File: src/rtl/core/jjy_fenc_pkg.sv
// Shared types and constants for the JJY timecode frame encoder.
// Depends on nothing; imported by every module of the block.
package jjy_fenc_pkg;

  localparam int FRAME_LEN = 60;
  localparam int SEC_W     = 6;

  typedef logic [1:0] sym_t;
  localparam sym_t SYM_ZERO = 2'd0;
  localparam sym_t SYM_ONE  = 2'd1;
  localparam sym_t SYM_MARK = 2'd2;

  typedef sym_t [FRAME_LEN-1:0] frame_t;

  typedef struct packed {
    logic [5:0] minute_value;
    logic [4:0] hour_value;
    logic [8:0] day_number;
    logic [6:0] year_value;
    logic [2:0] weekday_value;
    logic       spare_one;
    logic       spare_two;
    logic       leap_pending;
    logic       leap_insert;
  } jjy_req_t;

  typedef struct packed {
    logic [5:0] second_index;
    logic [1:0] pulse_symbol;
    logic       frame_end;
  } jjy_sym_t;

  // Handshake between the encoder stages and the cell row
  typedef struct packed {
    logic valid;
    logic take;
  } frm_hs_t;

  localparam int MARK_POS [7]  = '{0, 9, 19, 29, 39, 49, 59};
  localparam int MIN_POS  [7]  = '{1, 2, 3, 5, 6, 7, 8};
  localparam int MIN_WT   [7]  = '{40, 20, 10, 8, 4, 2, 1};
  localparam int HR_POS   [6]  = '{12, 13, 15, 16, 17, 18};
  localparam int HR_WT    [6]  = '{20, 10, 8, 4, 2, 1};
  localparam int DAY_POS  [10] = '{22, 23, 25, 26, 27, 28, 30, 31, 32, 33};
  localparam int DAY_WT   [10] = '{200, 100, 80, 40, 20, 10, 8, 4, 2, 1};
  localparam int YR_POS   [8]  = '{41, 42, 43, 44, 45, 46, 47, 48};
  localparam int YR_WT    [8]  = '{80, 40, 20, 10, 8, 4, 2, 1};
  localparam int WD_POS   [3]  = '{50, 51, 52};
  localparam int WD_WT    [3]  = '{4, 2, 1};
  localparam int CALL_SIGN[8]  = '{0, 0, 0, 1, 0, 1, 1, 0};

  localparam int DAY_SPLIT = 5;  // day weights handled in the first stage

  localparam int POS_HR_PAR  = 36;
  localparam int POS_MIN_PAR = 37;
  localparam int POS_SU1     = 38;
  localparam int POS_SU2     = 40;
  localparam int POS_LS1     = 53;
  localparam int POS_LS2     = 54;
  localparam int POS_CALL    = 41;
  localparam int POS_FB_LO   = 50;
  localparam int POS_FB_HI   = 58;

  localparam logic [5:0] MIN_FMT_B0 = 6'd15;
  localparam logic [5:0] MIN_FMT_B1 = 6'd45;
  localparam logic [2:0] WD_MOD     = 3'd7;

endpackage

File: src/rtl/core/jjy_fenc_cell.sv
// One cell of the symbol row: holds one 2-bit symbol, loads or shifts.
// Depends on jjy_fenc_pkg.
module jjy_fenc_cell
  import jjy_fenc_pkg::*;
(
  input  logic clk,
  input  logic load,
  input  logic shift,
  input  sym_t load_sym,
  input  sym_t next_sym,
  output sym_t sym
);

  sym_t sym_r;

  always_ff @(posedge clk) begin
    if (load) begin
      sym_r <= load_sym;
    end else if (shift) begin
      sym_r <= next_sym;
    end
  end

  assign sym = sym_r;

endmodule

File: src/rtl/core/jjy_fenc_build.sv
// Two-stage frame builder: greedy weighted encoding, parity and format-B overlay.
// Depends on jjy_fenc_pkg.
module jjy_fenc_build
  import jjy_fenc_pkg::*;
(
  input  logic     clk,
  input  logic     rst_n,
  input  logic     req_valid,
  output logic     req_ready,
  input  jjy_req_t req,
  output frm_hs_t  frm_hs_o,
  input  logic     frm_take,
  output frame_t   frm
);

  // stage 1 registers
  logic       s1_vld_r, s1_vld_nxt;
  logic [6:0] min_bits_r, min_bits_nxt;
  logic [5:0] hr_bits_r,  hr_bits_nxt;
  logic [7:0] yr_bits_r,  yr_bits_nxt;
  logic [2:0] wd_bits_r,  wd_bits_nxt;
  logic [DAY_SPLIT-1:0] dayh_bits_r, dayh_bits_nxt;
  logic [8:0] day_rem_r,  day_rem_nxt;
  logic [3:0] flags_r;
  logic       fmt_b_r, fmt_b_nxt;

  // stage 2 registers
  logic   s2_vld_r, s2_vld_nxt;
  frame_t frm_r, frm_nxt;

  logic s2_adv, s1_adv;

  assign s2_adv    = !s2_vld_r || frm_take;
  assign s1_adv    = s1_vld_r && s2_adv;
  assign req_ready = !s1_vld_r || s2_adv;

  // stage 1: greedy subtraction for all fields but the low day weights
  always_comb begin
    logic [5:0] mrem;
    logic [4:0] hrem;
    logic [6:0] yrem;
    logic [2:0] wrem;
    logic [8:0] drem;
    mrem = req.minute_value;
    hrem = req.hour_value;
    yrem = req.year_value;
    wrem = (req.weekday_value == WD_MOD) ? 3'd0 : req.weekday_value;
    drem = req.day_number;
    for (int i = 0; i < 7; i++) begin
      min_bits_nxt[i] = (mrem >= 6'(MIN_WT[i]));
      if (min_bits_nxt[i]) mrem = mrem - 6'(MIN_WT[i]);
    end
    for (int i = 0; i < 6; i++) begin
      hr_bits_nxt[i] = (hrem >= 5'(HR_WT[i]));
      if (hr_bits_nxt[i]) hrem = hrem - 5'(HR_WT[i]);
    end
    for (int i = 0; i < 8; i++) begin
      yr_bits_nxt[i] = ({1'b0, yrem} >= 8'(YR_WT[i]));
      if (yr_bits_nxt[i]) yrem = yrem - 7'(YR_WT[i]);
    end
    for (int i = 0; i < 3; i++) begin
      wd_bits_nxt[i] = (wrem >= 3'(WD_WT[i]));
      if (wd_bits_nxt[i]) wrem = wrem - 3'(WD_WT[i]);
    end
    for (int i = 0; i < DAY_SPLIT; i++) begin
      dayh_bits_nxt[i] = (drem >= 9'(DAY_WT[i]));
      if (dayh_bits_nxt[i]) drem = drem - 9'(DAY_WT[i]);
    end
    day_rem_nxt = drem;
    fmt_b_nxt   = (req.minute_value == MIN_FMT_B0) || (req.minute_value == MIN_FMT_B1);
  end

  assign s1_vld_nxt = req_ready ? req_valid : s1_vld_r;
  assign s2_vld_nxt = s2_adv ? s1_vld_r : s2_vld_r;

  // stage 2: finish day, place every field, then overlay format B
  always_comb begin
    logic [8:0] drem;
    logic [9:0] day_bits;
    drem = day_rem_r;
    day_bits = '0;
    for (int i = 0; i < DAY_SPLIT; i++) day_bits[i] = dayh_bits_r[i];
    for (int i = DAY_SPLIT; i < 10; i++) begin
      day_bits[i] = (drem >= 9'(DAY_WT[i]));
      if (day_bits[i]) drem = drem - 9'(DAY_WT[i]);
    end

    frm_nxt = '{default: SYM_ZERO};
    for (int i = 0; i < 7; i++) frm_nxt[MARK_POS[i]] = SYM_MARK;
    for (int i = 0; i < 7; i++) frm_nxt[MIN_POS[i]] = {1'b0, min_bits_r[i]};
    for (int i = 0; i < 6; i++) frm_nxt[HR_POS[i]]  = {1'b0, hr_bits_r[i]};
    for (int i = 0; i < 10; i++) frm_nxt[DAY_POS[i]] = {1'b0, day_bits[i]};
    for (int i = 0; i < 8; i++) frm_nxt[YR_POS[i]]  = {1'b0, yr_bits_r[i]};
    for (int i = 0; i < 3; i++) frm_nxt[WD_POS[i]]  = {1'b0, wd_bits_r[i]};
    frm_nxt[POS_HR_PAR]  = {1'b0, ^hr_bits_r};
    frm_nxt[POS_MIN_PAR] = {1'b0, ^min_bits_r};
    frm_nxt[POS_SU1]     = {1'b0, flags_r[3]};
    frm_nxt[POS_SU2]     = {1'b0, flags_r[2]};
    frm_nxt[POS_LS1]     = {1'b0, flags_r[1]};
    frm_nxt[POS_LS2]     = {1'b0, flags_r[0]};
    if (fmt_b_r) begin
      frm_nxt[POS_SU2] = SYM_ZERO;
      for (int i = 0; i < 8; i++) frm_nxt[POS_CALL + i] = 2'(CALL_SIGN[i]);
      frm_nxt[MARK_POS[5]] = SYM_MARK;
      for (int i = POS_FB_LO; i <= POS_FB_HI; i++) frm_nxt[i] = SYM_ZERO;
      frm_nxt[MARK_POS[6]] = SYM_MARK;
    end
  end

  always_ff @(posedge clk) begin
    if (!rst_n) begin
      s1_vld_r <= 1'b0;
      s2_vld_r <= 1'b0;
    end else begin
      s1_vld_r <= s1_vld_nxt;
      s2_vld_r <= s2_vld_nxt;
    end
  end

  always_ff @(posedge clk) begin
    if (req_valid && req_ready) begin
      min_bits_r  <= min_bits_nxt;
      hr_bits_r   <= hr_bits_nxt;
      yr_bits_r   <= yr_bits_nxt;
      wd_bits_r   <= wd_bits_nxt;
      dayh_bits_r <= dayh_bits_nxt;
      day_rem_r   <= day_rem_nxt;
      flags_r     <= {req.spare_one, req.spare_two, req.leap_pending, req.leap_insert};
      fmt_b_r     <= fmt_b_nxt;
    end
    if (s1_adv) begin
      frm_r <= frm_nxt;
    end
  end

  assign frm_hs_o.valid = s2_vld_r;
  assign frm_hs_o.take  = frm_take;
  assign frm            = frm_r;

endmodule

File: src/rtl/core/jjy_timecode_frame_encoder_unit.sv
// Top level of the JJY timecode frame encoder: builder stages and the symbol cell row.
// Depends on jjy_fenc_pkg, jjy_fenc_build and jjy_fenc_cell.
//
// Usage:
//   in_valid/in_ready/in_data carry one time request (minute, hour, day of
//   year, year, weekday and four flags). Each request yields sixty results on
//   out_valid/out_ready/out_data, seconds 0 to 59 in order, frame_end set on
//   second 59.
//   Path: a request is loaded into stage one at the accepting edge, then
//   into stage two, then by a parallel load into the cell row, after which
//   the first symbol is valid.
//   Throughput: one symbol per cycle while out_ready is high, set by the
//   sixty-cell row, which shifts one symbol out per cycle. The next frame
//   loads into the row in the same cycle the last symbol is taken, so
//   frames follow with no gap, and up to two further requests wait in the
//   encoder stages meanwhile.
//   Reset (rst_n low, synchronous) empties both stages and the row; nothing is
//   emitted until a request arrives.
//   A receiver stall (out_ready low) holds the head symbol and the position;
//   the encoder stages fill and then in_ready drops.
module jjy_timecode_frame_encoder_unit
  import jjy_fenc_pkg::*;
(
  input  logic     clk,
  input  logic     rst_n,
  input  logic     in_valid,
  output logic     in_ready,
  input  jjy_req_t in_data,
  output logic     out_valid,
  input  logic     out_ready,
  output jjy_sym_t out_data
);

  frm_hs_t frm_hs;
  frame_t  frm;
  sym_t    cell_sym [FRAME_LEN];

  logic             busy_r, busy_nxt;
  logic [SEC_W-1:0] pos_r, pos_nxt;
  logic             last_pos;
  logic             out_acc;
  logic             load;

  jjy_fenc_build u_build (
    .clk       (clk),
    .rst_n     (rst_n),
    .req_valid (in_valid),
    .req_ready (in_ready),
    .req       (in_data),
    .frm_hs_o  (frm_hs),
    .frm_take  (load),
    .frm       (frm)
  );

  assign last_pos = (pos_r == SEC_W'(FRAME_LEN - 1));
  assign out_acc  = out_valid && out_ready;
  // Load a fresh frame when the row is empty or its last symbol leaves now
  assign load     = frm_hs.valid && (!busy_r || (out_acc && last_pos));

  // Row of cells; cell 0 is the head, each cell takes its right neighbor
  for (genvar g = 0; g < FRAME_LEN; g++) begin : g_cell
    jjy_fenc_cell u_cell (
      .clk      (clk),
      .load     (load),
      .shift    (out_acc),
      .load_sym (frm[g]),
      .next_sym ((g == FRAME_LEN - 1) ? SYM_ZERO : cell_sym[(g + 1) % FRAME_LEN]),
      .sym      (cell_sym[g])
    );
  end

  always_comb begin
    busy_nxt = busy_r;
    pos_nxt  = pos_r;
    if (load) begin
      busy_nxt = 1'b1;
      pos_nxt  = '0;
    end else if (out_acc) begin
      // advance; drop to idle after the last second
      if (last_pos) begin
        busy_nxt = 1'b0;
        pos_nxt  = '0;
      end else begin
        pos_nxt = pos_r + 1'b1;
      end
    end
  end

  always_ff @(posedge clk) begin
    if (!rst_n) begin
      busy_r <= 1'b0;
      pos_r  <= '0;
    end else begin
      busy_r <= busy_nxt;
      pos_r  <= pos_nxt;
    end
  end

  assign out_valid             = busy_r;
  assign out_data.second_index = pos_r;
  assign out_data.pulse_symbol = cell_sym[0];
  assign out_data.frame_end    = last_pos;

endmodule
File: config.mk
export PLATFORM = sky130hd
export DESIGN_NAME = jjy_timecode_frame_encoder_unit
export DESIGN_NICKNAME = d
export VERILOG_FILES = /design/src/rtl/core/jjy_fenc_pkg.sv /design/src/rtl/core/jjy_fenc_cell.sv /design/src/rtl/core/jjy_fenc_build.sv /design/src/rtl/core/jjy_timecode_frame_encoder_unit.sv
export SDC_FILE = /design/constraint.sdc
export NUM_CORES = 1
export LEC_CHECK = 0
export ABC_AREA = 0
export BUFFER_PORTS_ARGS = -buffer_cell sky130_fd_sc_hd__buf_4
export CAP_MARGIN = 25
export CORE_MARGIN = 5
export CORE_UTILIZATION = 55
export CTS_CLUSTER_DIAMETER = 30
export CTS_CLUSTER_SIZE = 10
export DETAILED_ROUTE_END_ITERATION = 12
export GPL_TIMING_DRIVEN = 0
export PLACE_DENSITY = 0.77
export SETUP_SLACK_MARGIN = 0.3
export SLEW_MARGIN = 20
export SYNTH_ARGS = -nofsm -noshare
export SYNTH_HDL_FRONTEND = slang
export SYNTH_SLANG_ARGS = --single-unit
File: constraint.sdc
create_clock -name clk -period 27.9 [get_ports clk]
set_clock_uncertainty 0.2 [all_clocks]
set_input_delay 4.185 -clock clk [delete_from_list [all_inputs] [get_ports clk]]
set_output_delay 4.185 -clock clk [all_outputs]
set_load 0.01 [all_outputs]
==> Flow_metrics.wiki <==
{| class="wikitable"
! Metric !! Value
|-
| Max Freq || between 90 and 100 MHz
|-
| Routed vias || about 9000
|-
| Net total in the final layout || about 1300
|-
| Async set-or-reset flop fraction in the synthesized netlist || 0
|-
| Crit. End Element || flip-flop
|-
| Number of hold buffers added after cts || 0
|-
| Number of diodes added for antenna fixing || 0
|-
| First-pass DRT Iterations || 5
|-
| Run status || completed
|-
| Number of placed I/O pins || just under 50
|-
| Unrepaired setup endpoints after global routing || false
|-
| Area Growth Syn to Fin || 17.8%
|-
| Post-CTS Setup Bufs || 0
|-
| Count of cell types in the netlist || 106
|-
| Worst skew pair latency || 0.50 ns
|-
| Drt first-iter violations || around 550
|-
| Via/cell ratio || between 5 and 6
|-
| Syn Area/Cell || between 10 and 15 um2
|-
| Main synth FF type || sky130_fd_sc_hd__edfxtp_1
|-
| Max-cap viol count || 0
|-
| Clock buffer depth || 3
|-
| Vertical extent of the die || 159 um
|-
| Antenna Nets Post-Route || 0
|-
| Largest net degree at the start of global routing || 26
|-
| Clock-pin slew of the registers on the worst-case setup and hold paths || 0.05 ns
|-
| Number of warnings reported in the yosys synthesis log || 0
|-
| Accumulated negative setup slack || 0 ns
|-
| Row count || between 50 and 60
|-
| Number of CTS-inserted buffers || 38
|-
| Cell Area, Synth || around 12000 um2
|-
| Clock Sinks || 207
|-
| Detail Placement HPWL || between 15 and 20 mm
|-
| Number of DRC violations after detailed routing || 0
|-
| Crit path largest cell delay || between 0.4 and 0.5 ns
|-
| Port Buf Inserts || 46
|-
| H-tree depth reported by CTS || 2
|-
| Total core area || between 20000 and 25000 um2
|-
| Final number of setup-violating endpoints || 0
|-
| Psw || ~0.00036 W
|-
| Fraction of final layout cells with drive strength greater than 1 || 0.150
|-
| Worst-path fanout max || 7
|-
| Category of the worst setup path launch point || input port
|-
| Number of max-slew violations in the final report || 0
|-
| Post-layout min period || ~11 ns
|-
| Worst Path Required || around 28 ns
|-
| Vias in the first global route || 8638
|-
| Post-route total power || between 0.001 and 0.0015 W
|-
| Portion of the clock cycle consumed by the worst path in the final layout || 0.379
|-
| Worst-path cell with the longest stage delay || sky130_fd_sc_hd__nor3b_1
|-
| Gpl congestion || around 0.91
|-
| Part of the total power dissipated in combinational logic || 0.291
|-
| Routed length per instance || about 15 um
|-
| Total congestion overflow || 0
|-
| Multi-input logic area || ~5700 um2
|-
| Drt total wl || around 24 mm
|-
| Portion of the post-synthesis area used by sequential elements || 0.503
|-
| Max IR drop VDD || 0.0000417 V
|-
| Leakage power summed over all cells || 5.42 nW
|-
| Critical path class || input port to flip-flop
|-
| Endpoint arrival time on the critical path || between 10 and 15 ns
|-
| Relative max-transition margin || 0.416
|-
| Number of fill cells in the layout || 1625
|-
| Number of flops mapped to enable cells by yosys || between 150 and 200
|-
| Hold violation count in the final report || 0
|-
| Measured slew at the worst slew-check pin || between 0.8 and 0.9 ns
|-
| Part of the total power dissipated in the clock network || 0.371
|-
| Horizontal die dimension || 159 um
|-
| Die Outline Area || ~25000 um2
|-
| Synth Instances || around 1200
|-
| All-layer global routing usage || 0.188
|-
| Antenna violations before repair || 0
|-
| Most numerous cell on the critical path || sky130_fd_sc_hd__ha_1
|-
| Initial Util || 0.558
|-
| CTS tree || built
|-
| CTS Root Cell || sky130_fd_sc_hd__clkbuf_16
|-
| Switching part of the total || 0.315
|-
| Syn nets || between 1000 and 1500
|-
| Flops & latches, synth || between 200 and 250
|-
| Cells resized by post-CTS repair || 0
|-
| Sequential cell area || around 6100 um2
|-
| Internal portion of total power || just under 0.0008 W
|-
| Tightest Hold Check Type || flip-flop to flip-flop
|-
| Sequential group share of total power || 0.338
|-
| Power density over the cells || about 81 nW/um2
|-
| Wire length of the first global-routing pass || roughly 40 mm
|}
synth_stat cells (4+ instances only):
master / instances / area, um2
sky130_fd_sc_hd__a21oi_2: 5 / 43.8
sky130_fd_sc_hd__nor2b_1: 29 / 181
sky130_fd_sc_hd__nor3b_1: 6 / 45.0
sky130_fd_sc_hd__nand3_1: 22 / 110
sky130_fd_sc_hd__and3_1: 6 / 37.5
sky130_fd_sc_hd__or3_1: 4 / 25.0
sky130_fd_sc_hd__a31o_2: 5 / 43.8
sky130_fd_sc_hd__ha_1: 46 / 576
sky130_fd_sc_hd__o21a_1: 7 / 52.6
sky130_fd_sc_hd__buf_4: 5 / 37.5
sky130_fd_sc_hd__o221ai_1: 4 / 35.0
sky130_fd_sc_hd__a311oi_1: 5 / 43.8
sky130_fd_sc_hd__mux2i_1: 18 / 180
sky130_fd_sc_hd__nand3b_1: 5 / 37.5
sky130_fd_sc_hd__nor4_1: 5 / 31.3
sky130_fd_sc_hd__a21oi_1: 41 / 205
sky130_fd_sc_hd__xor2_1: 10 / 87.6
sky130_fd_sc_hd__clkbuf_1: 32 / 120
sky130_fd_sc_hd__o21ai_0: 43 / 215
sky130_fd_sc_hd__a211oi_1: 13 / 97.6
sky130_fd_sc_hd__nand2_1: 191 / 717
sky130_fd_sc_hd__a31oi_1: 7 / 43.8
sky130_fd_sc_hd__and2_1: 78 / 488
sky130_fd_sc_hd__xnor2_1: 31 / 272
sky130_fd_sc_hd__o21ai_1: 9 / 45.0
sky130_fd_sc_hd__a211o_1: 4 / 35.0
sky130_fd_sc_hd__dfxtp_1: 9 / 180
sky130_fd_sc_hd__nor3_1: 19 / 95.1
sky130_fd_sc_hd__o22ai_1: 4 / 25.0
sky130_fd_sc_hd__a21boi_0: 7 / 52.6
sky130_fd_sc_hd__edfxtp_1: 198 / 5950
sky130_fd_sc_hd__nor2_1: 62 / 233
sky130_fd_sc_hd__nand4_1: 11 / 68.8
sky130_fd_sc_hd__or2_2: 8 / 50.1
sky130_fd_sc_hd__a21o_1: 9 / 67.6
sky130_fd_sc_hd__o211ai_1: 17 / 128
sky130_fd_sc_hd__nand2b_1: 20 / 125
sky130_fd_sc_hd__mux2_2: 6 / 67.6
sky130_fd_sc_hd__inv_1: 55 / 206
sky130_fd_sc_hd__o31ai_1: 6 / 45.0
sky130_fd_sc_hd__o2111ai_1: 7 / 61.3
area by class of cell:
cell class,count,area share
buffer,44,0.0141
clock buffer,43,0.0691
clock inverter,25,0.0158
inverter,57,0.0149
multi-input combinational,858,0.395
sequential,207,0.427
tap,280,0.0244
timing repair buffer,54,0.0394
path summary, 6_finish.rpt:
kind                            cells past startpoint  slack, ns                             end                        startpoint
worst max-delay path                               32      17.33  u_build.day_rem_r[3]$_DFFE_PP_                       in_data[18]
worst min-delay path                                0       0.22       u_build.frm[52]$_DFFE_PP_  u_build.dayh_bits_r[3]$_DFFE_PP_
worst max register to register                     19      22.81       u_build.frm[66]$_DFFE_PP_    u_build.day_rem_r[1]$_DFFE_PP_
worst min register to register                      0       0.22       u_build.frm[52]$_DFFE_PP_  u_build.dayh_bits_r[3]$_DFFE_PP_
power groups by stage:
stage	logic (W)	clock network, W	registers, W
after CTS	0.000332	0.000437	0.000391
after floorplan	0.000259	0	0.000397
after global placement	0.000311	0	0.000401
after detailed placement	0.000327	0	0.000396
after global routing	0.000376	0.000454	0.000393
final	0.000336	0.000429	0.000391
registers in the layout, summed over array words and instances, names as in the netlist, 3 cells and up:
name / cells
u_build.flags_r: 4
u_build.min_bits_r: 7
pos_r: 6
u_build.dayh_bits_r: 5
g_cell.u_cell.sym: 115
u_build.frm: 40
u_build.wd_bits_r: 3
u_build.yr_bits_r: 8
u_build.hr_bits_r: 6
u_build.day_rem_r: 9
cell usage in the layout (no fill, tap or decap), types with 6 or more instances in the layout:
cell                         instances
sky130_fd_sc_hd__mux2_2              6
sky130_fd_sc_hd__nor2_1             62
sky130_fd_sc_hd__nand4_1            11
sky130_fd_sc_hd__nor3b_1             6
sky130_fd_sc_hd__edfxtp_1          198
sky130_fd_sc_hd__dfxtp_1             9
sky130_fd_sc_hd__o211ai_1           17
sky130_fd_sc_hd__clkbuf_1           36
sky130_fd_sc_hd__mux2i_1            18
sky130_fd_sc_hd__nand2b_1           20
sky130_fd_sc_hd__xnor2_1            31
sky130_fd_sc_hd__nor2b_1            29
sky130_fd_sc_hd__a31oi_1             6
sky130_fd_sc_hd__nor3_1             19
sky130_fd_sc_hd__a21o_1              9
sky130_fd_sc_hd__a21oi_1            41
sky130_fd_sc_hd__and2_1             78
sky130_fd_sc_hd__and3_1              6
sky130_fd_sc_hd__nand3_1            22
sky130_fd_sc_hd__nand2_1           191
sky130_fd_sc_hd__a211oi_1           13
sky130_fd_sc_hd__buf_4              51
sky130_fd_sc_hd__o31ai_1             6
sky130_fd_sc_hd__buf_16              8
sky130_fd_sc_hd__a21boi_0            6
sky130_fd_sc_hd__o21ai_0            42
sky130_fd_sc_hd__o2111ai_1           7
sky130_fd_sc_hd__or2_2               8
sky130_fd_sc_hd__o21a_1              7
sky130_fd_sc_hd__o21ai_1             9
sky130_fd_sc_hd__xor2_1             10
sky130_fd_sc_hd__ha_1               46
sky130_fd_sc_hd__inv_1              55
sky130_fd_sc_hd__clkinvlp_4          9
sky130_fd_sc_hd__clkbuf_16          39
through the flow:
| step | setup WS, ns | util | std cells | instance area [um2] | hold slack (ns) |
|---|---|---|---|---|---|
| after floorplan | 17.98 | - | 1166 | 12200 | 0.200 |
| after global placement | 15.44 | 0.590 | 1492 | 12900 | 0.201 |
| after detailed placement | 16.95 | 0.602 | 1500 | 13100 | 0.206 |
| after CTS | 17.44 | 0.657 | 1568 | 14300 | 0.218 |
| after global routing | 16.65 | 0.657 | 1568 | 14300 | 0.222 |
| final | 17.33 | 0.657 | 1568 | 14300 | 0.217 |
per-layer routing:
layer  wire length, um  vias up  GRT usage
li1                  -     4435          -
met1             10700     4313      0.253
met2             12000      232      0.314
met3              1060       44     0.0301
met4               432        0     0.0579
met5                 0        -          0
critical path, delay by kind of cell:
| kind | cells | cell delay [ns] |
|---|---|---|
| AND/OR/NAND/NOR | 10 | 2.04 |
| adder cells (fa/ha/maj) | 5 | 1.03 |
| XOR/XNOR | 3 | 0.74 |
| AO/OA/AOI/OAI | 9 | 1.80 |
| buffers and inverters | 4 | 0.48 |
| multiplexers | 1 | 0.32 |
kinds of logic after synthesis:
kind of cell,after synthesis,synth area share
buffers and inverters,101,0.0342
flip-flops,207,0.503
AO/OA/AOI/OAI,240,0.144
adder cells (fa/ha/maj),48,0.0490
multiplexers,26,0.0225
XOR/XNOR,44,0.0353
AND/OR/NAND/NOR,500,0.211
(Power assumes the default switching activity.)
